File: config.mk
export PLATFORM = sky130hd
export DESIGN_NAME = fvn_norm
export DESIGN_NICKNAME = d
export VERILOG_FILES = /design/src/hw/rtl/fvn_pkg.sv /design/src/hw/rtl/fvn_norm.sv
export VERILOG_INCLUDE_DIRS = /design/src /design/src/hw/rtl
export SDC_FILE = /design/constraint.sdc
export NUM_CORES = 2
export LEC_CHECK = 0
export BUFFER_PORTS_ARGS = -buffer_cell sky130_fd_sc_hd__buf_4
export CORE_AREA = 4 4 235 237
export DETAILED_ROUTE_END_ITERATION = 16
export DIE_AREA = 0 0 239 241
export PLACE_DENSITY = 0.79
export SYNTH_ARGS = -nofsm -noshare
export SYNTH_HDL_FRONTEND = slang
export SYNTH_SLANG_ARGS = --single-unit
File: constraint.sdc
create_clock -name clock -period 5.7 [get_ports clock]
set_input_delay 0.57 -clock clock [delete_from_list [all_inputs] [get_ports clock]]
set_output_delay 0.57 -clock clock [all_outputs]
set_load 0.005 [all_outputs]
File: src/hw/rtl/fractal_value_noise_pixel_core_defines.svh
// ----------------------------------------------------------------------------
// Assertion macros for the fractal value noise pixel core
// Shared concurrent assertion forms used by the RTL modules.
// ----------------------------------------------------------------------------
`ifndef FRACTAL_VALUE_NOISE_PIXEL_CORE_DEFINES_SVH
`define FRACTAL_VALUE_NOISE_PIXEL_CORE_DEFINES_SVH

// Generic clocked assertion with a synchronous reset disable.
`define FVN_ASSERT(lbl, clk, rst, prop, msg) \
   lbl: assert property (@(posedge clk) disable iff (rst) prop) else $error(msg);

// Same, on the module's clock and reset.
`define FVN_ASSERT_CLK(lbl, prop, msg) \
   `FVN_ASSERT(lbl, clock, reset, prop, msg)

`endif

File: src/hw/rtl/fvn_pkg.sv
// ----------------------------------------------------------------------------
// fvn_pkg
// Types, constants and constant tables for the fractal value noise core.
// ----------------------------------------------------------------------------
`default_nettype none

package fvn_pkg;

   localparam int MAX_OCTAVES = 8;
   localparam int COORD_BITS  = 12;

   localparam int OIDX_W = (MAX_OCTAVES > 1) ? $clog2(MAX_OCTAVES) : 1;
   localparam int CNT_W  = $clog2(MAX_OCTAVES + 1);
   localparam int SAMP_W = 24;
   localparam int ACC_W  = SAMP_W + MAX_OCTAVES;
   localparam int NUM_W  = ACC_W + 8;
   localparam int DEN_W  = SAMP_W + MAX_OCTAVES;
   localparam int RCP_W  = NUM_W - 23;

   localparam logic [31:0] HASH_MUL_A = 32'h7feb352d;
   localparam logic [31:0] HASH_MUL_B = 32'h846ca68b;
   localparam logic [31:0] KEY_MUL_X  = 32'h1f123bb5;
   localparam logic [31:0] KEY_MUL_Y  = 32'h5f356495;
   localparam logic [31:0] SEED_STEP  = 32'd1013;
   localparam logic [SAMP_W-1:0] SAMPLE_MAX = 24'hffffff;

   localparam int CSR_IDX_W = 4;

   typedef enum logic [CSR_IDX_W-1:0] {
      CSR_OCTAVE_COUNT = 4'd0,
      CSR_BASE_SEED    = 4'd1
   } csr_index_type;

   typedef struct packed {
      logic                  valid;
      logic [COORD_BITS-1:0] x;
      logic [COORD_BITS-1:0] y;
      logic [ACC_W-1:0]      acc;
   } beat_type;

   typedef logic [DEN_W-1:0] den_tbl_type [MAX_OCTAVES];
   typedef logic [RCP_W-1:0] rcp_tbl_type [MAX_OCTAVES];

   // total octave weight times full-scale sample, for n octaves
   function automatic logic [63:0] den_value(int n);
      logic [63:0] w;
      w = (64'd1 << MAX_OCTAVES) - (64'd1 << (MAX_OCTAVES - n));
      return w * 64'(SAMPLE_MAX);
   endfunction

   // floor(2^NUM_W / d), restoring long division at elaboration
   function automatic logic [63:0] recip_value(logic [63:0] d);
      logic [63:0] num;
      logic [63:0] rem;
      logic [63:0] q;
      num = 64'd1 << NUM_W;
      rem = '0;
      q   = '0;
      for (int i = 63; i >= 0; i--) begin
         rem = {rem[62:0], num[i]};
         if (rem >= d) begin
            rem  = rem - d;
            q[i] = 1'b1;
         end
      end
      return q;
   endfunction

   function automatic den_tbl_type make_den_tbl();
      den_tbl_type t;
      for (int n = 1; n <= MAX_OCTAVES; n++) begin
         t[n-1] = DEN_W'(den_value(n));
      end
      return t;
   endfunction

   function automatic rcp_tbl_type make_rcp_tbl();
      rcp_tbl_type t;
      for (int n = 1; n <= MAX_OCTAVES; n++) begin
         t[n-1] = RCP_W'(recip_value(den_value(n)));
      end
      return t;
   endfunction

   localparam den_tbl_type DEN_TBL = make_den_tbl();
   localparam rcp_tbl_type RCP_TBL = make_rcp_tbl();

endpackage

`default_nettype wire

File: src/hw/rtl/fvn_norm.sv
// ----------------------------------------------------------------------------
// fvn_norm
// Divides the accumulated sum by the total weight through a per-count
// reciprocal with one correction step, and holds the output register.
// ----------------------------------------------------------------------------
`default_nettype none
`include "fractal_value_noise_pixel_core_defines.svh"

module fvn_norm (
   input  wire logic                      clock,
   input  wire logic                      reset,
   input  wire logic                      adv,
   input  wire logic [fvn_pkg::CNT_W-1:0] oct_count,
   input  wire fvn_pkg::beat_type         in_beat,
   output logic                           out_valid,
   output logic [7:0]                     out_value
);

   localparam int PROD_W = fvn_pkg::NUM_W + fvn_pkg::RCP_W;
   localparam int QD_W   = 9 + fvn_pkg::DEN_W;

   logic [fvn_pkg::OIDX_W-1:0] idx;

   logic [fvn_pkg::NUM_W-1:0] num_in, num1_ff, num2_ff, num3_ff;
   logic [fvn_pkg::RCP_W-1:0] rcp1_ff;
   logic [fvn_pkg::DEN_W-1:0] den1_ff, den2_ff, den3_ff;
   logic [PROD_W-1:0]         prod_in, prod_ff;
   logic [8:0]                qe_in, qe_ff;
   logic [QD_W-1:0]           qd_in, qd_ff;
   logic [fvn_pkg::NUM_W-1:0] rem;
   logic [fvn_pkg::DEN_W:0]   den_x2;
   logic [8:0]                q;
   logic [7:0]                value_in, value_ff;
   logic                      vld1_ff, vld2_ff, vld3_ff, out_vld_ff;

   always_comb begin
      idx      = fvn_pkg::OIDX_W'(oct_count - fvn_pkg::CNT_W'(1));
      num_in   = (fvn_pkg::NUM_W'(in_beat.acc) << 8) - fvn_pkg::NUM_W'(in_beat.acc);
      prod_in  = PROD_W'(num1_ff) * PROD_W'(rcp1_ff);
      qe_in    = prod_ff[fvn_pkg::NUM_W +: 9];
      qd_in    = QD_W'(qe_in) * QD_W'(den2_ff);
      rem      = num3_ff - fvn_pkg::NUM_W'(qd_ff);
      den_x2   = {den3_ff, 1'b0};
      // estimate is low by at most one
      q        = qe_ff + ((rem >= fvn_pkg::NUM_W'(den3_ff)) ? 9'd1 : 9'd0);
      value_in = q[8] ? 8'hff : q[7:0];
   end

   always_ff @(posedge clock) begin
      if (adv) begin
         num1_ff  <= num_in;
         rcp1_ff  <= fvn_pkg::RCP_TBL[idx];
         den1_ff  <= fvn_pkg::DEN_TBL[idx];
         prod_ff  <= prod_in;
         num2_ff  <= num1_ff;
         den2_ff  <= den1_ff;
         qe_ff    <= qe_in;
         qd_ff    <= qd_in;
         num3_ff  <= num2_ff;
         den3_ff  <= den2_ff;
         value_ff <= value_in;
      end
   end

   always_ff @(posedge clock) begin
      if (reset) begin
         vld1_ff    <= 1'b0;
         vld2_ff    <= 1'b0;
         vld3_ff    <= 1'b0;
         out_vld_ff <= 1'b0;
      end else if (adv) begin
         vld1_ff    <= in_beat.valid;
         vld2_ff    <= vld1_ff;
         vld3_ff    <= vld2_ff;
         out_vld_ff <= vld3_ff;
      end
   end

   assign out_valid = out_vld_ff;
   assign out_value = value_ff;

   `FVN_ASSERT_CLK(a_one_step_fix, vld3_ff |-> ((fvn_pkg::DEN_W + 1)'(rem) < den_x2), "reciprocal estimate off by more than one")
   `FVN_ASSERT_CLK(a_no_overflow, vld3_ff |-> !q[8], "normalized value above full scale")

endmodule

`default_nettype wire

==> flow_metrics.env <==
export IMPL_status="finished with violations"
export IMPL_violations="negative setup slack"
export IMPL_timing_rr_start="rcp1_ff[2]"
export IMPL_synthFlopType="edfxtp_1"
export IMPL_cp_max_fo=11
export IMPL_drc=0
export IMPL_synth_edf_count=243
export IMPL_cts_sinks=247
export IMPL_clk_pin_slew_ns=0.06
export IMPL_cp_required_ns=6.02
export IMPL_rsz0062_at_grt="true"
export IMPL_hpwl_mm=56.5
export IMPL_worstPathArrival_ns=6.89
export IMPL_syn_area_per_cell_um2=9.70
export IMPL_yosys_warnings=0
export IMPL_pre_cts_ws_ns=-1.16
export IMPL_synthArstFlopShare=0
export IMPL_antenna_found_initial=3
export IMPL_synth_seq_cells=247
export IMPL_fmax_ghz=0.152
export IMPL_die_h_um=241
export IMPL_setup_tns_ns=-6.88
export IMPL_root_buffer="clkbuf_16"
export IMPL_synth_fp_nets=4060
export IMPL_final_util=0.688
export IMPL_rows=85
export IMPL_layout_drive_gt1_share=0.179
export IMPL_setup_viol=17
export IMPL_grt_pass1_wl_mm=118
export IMPL_cap_violations=0
export IMPL_grt_pass1_vias=23997
export IMPL_routabilityCongestion=0.922
export IMPL_wl_per_cell_um=17.2
export IMPL_io_pins=73
export IMPL_seq_area_frac_synth=0.237
export IMPL_grt_max_degree=141
export IMPL_fin_nets=4375
export IMPL_fp_dieArea_um2=57600
export IMPL_clock_skew_ns=0.0171
export IMPL_min_period_ns=6.58
export IMPL_start_util=0.585
export IMPL_ant_nets=0
export IMPL_endpoint_kind="flop"
export IMPL_ys_types=70
export IMPL_synthCells=3213
export IMPL_setup_ws_ns=-0.875
export IMPL_hp_start="reset"
export IMPL_startpoint="rcp1_ff[2]"
export IMPL_nFillCells=3827
export IMPL_cts_max_level=1
export IMPL_cts_hold_buffers=0
export IMPL_grt_remaining_overflow=0
export IMPL_placed_cell_area_um2=34700
export IMPL_relSlewSlack=0.334
export IMPL_fin_area_um2=36700
export IMPL_drt_total_wl_mm=72.9
export IMPL_fin_crit_sh=1.15
export IMPL_start_kind="flop"
export IMPL_final_hold_viol_count=0
export IMPL_area_delta_synth_final_pct=17.7
export IMPL_synth_area_um2=31200
export IMPL_clockBufferDepth=3
export IMPL_slew_violations=0
export IMPL_viasPerCell=5.39
export IMPL_portBuffers=47
export IMPL_track_usage=0.252
export IMPL_drt_initial_drc_count=1426
export IMPL_core_area_um2=53300
export IMPL_worst_skew_pair_late_latency_ns=0.57
export IMPL_critPathKind="reg2reg"
export IMPL_tightest_slew_ns=0.974
export IMPL_die_w_um=239
export IMPL_first_pass_iters=6
export IMPL_hold_path_class="in2reg"
export IMPL_cts_buffers=28
export IMPL_cts_tree="done"
export IMPL_vias=22891
worst paths after layout:
| check | end | slack, ns | cells after the start |
|---|---|---|---|
| setup / recovery | prod_ff[48] | -0.88 | 24 |
| hold / removal | out_valid | 0.20 | 2 |
| setup reg to reg | prod_ff[48] | -0.88 | 24 |
| hold reg to reg | num3_ff[1] | 0.42 | 0 |
placed cells by master, fill, tap and decap left out, types with 10 or more instances in the layout:
cell type / Yosys / routed
buf_4: 0 / 325
nand2b_1: 17 / 16
o21a_1: 12 / 12
a21oi_2: 9 / 17
clkbuf_16: 0 / 29
inv_1: 806 / 760
edfxtp_1: 243 / 243
buf_12: 0 / 17
buf_6: 0 / 15
o21ai_0: 57 / 49
a21o_1: 52 / 52
fa_2: 0 / 43
o21bai_1: 11 / 11
fa_1: 406 / 363
a211oi_1: 13 / 10
nand4_1: 21 / 21
ha_1: 377 / 339
nand2_1: 265 / 255
ha_4: 0 / 35
xor2_1: 30 / 30
and2_1: 337 / 316
nor2b_1: 14 / 14
a21oi_1: 107 / 94
nand3_1: 23 / 22
nor3_1: 23 / 19
and2_4: 0 / 21
nor2_1: 99 / 94
xnor2_1: 84 / 82
inv_2: 0 / 46
worst max-delay path, stage by stage, from the launching register on:
cell and delay, ns:
edfxtp_1 0.46, buf_4 0.18, buf_12 0.15, and2_4 0.14, fa_1 0.49, inv_1 0.06
fa_1 0.48, fa_2 0.54, inv_1 0.07, ha_4 0.22, fa_1 0.55, inv_1 0.06
fa_1 0.48, inv_1 0.05, ha_1 0.30, nand4_1 0.19, nor2_1 0.08, a211oi_2 0.27
a311oi_4 0.19, nor4_4 0.41, a31oi_4 0.17, a211o_1 0.35, a31oi_4 0.20, o21bai_1 0.10
xnor2_1 0.13
stage by stage:
stage	cells	hold slack (ns)
6_report	4246	0.196
5_1_grt	4245	0.194
4_1_cts	4241	0.165
3_5_place_dp	4169	0.405
3_3_place_gp	4169	0.400
2_1_floorplan	3213	0.400
flip-flops by register name, summed over array words and instances, names as in the netlist, 16 cells and up:
signal and cells:
den1_ff 16, den2_ff 16, den3_ff 16, num1_ff 40, num2_ff 40, num3_ff 40
qd_ff 40
cell type report:
type	count	area [um2]	area share
repair buffers	358	2960	0.0808
diodes	1	2.50	0.0000682
clock buffers	34	744	0.0203
clock inverters	17	166	0.00454
flip-flops and latches	247	7380	0.201
well taps	696	871	0.0237
inverters	806	3030	0.0825
multi-input cells	2087	21500	0.587
timing repair:
action | CTS | global route
gates cloned | 1 | 0
setup endpoints to repair | 23 | 24
buffers inserted | 22 | 9
resized for setup | 99 | 80
pin swaps | 89 | 57
metal layers:
metal | global-route usage | vias up | wire length [um] | share of wire
met5 | 0 | - | 20 | 0.00027
met4 | 0.0672 | 2 | 1900 | 0.026
met3 | 0.0317 | 136 | 4230 | 0.058
met2 | 0.445 | 692 | 36200 | 0.50
met1 | 0.334 | 11373 | 30600 | 0.42
li1 | - | 10688 | - | -
cells in the mapped netlist (52+ instances only):
master    instances  area share
nor2_1           99       0.012
xnor2_1          84       0.024
inv_1           806       0.097
fa_1            406        0.26
ha_1            377        0.15
nand2_1         265       0.032
a21o_1           52       0.013
o21ai_0          57      0.0092
a21oi_1         107       0.017
edfxtp_1        243        0.23
and2_1          337       0.068
clkbuf_1         63      0.0076
cells by family after synthesis:
kind of cell | count (synthesis) | share of synthesized area
buf+inv | 879 | 0.106
simple gates | 835 | 0.138
fa+ha+maj | 783 | 0.412
compound gates | 344 | 0.0714
flops | 247 | 0.237
xor+xnor | 114 | 0.0320
mux | 11 | 0.00369
Power is not shown: default switching activity piles up to over one toggle a cycle in this logic, so the estimate is an artifact.
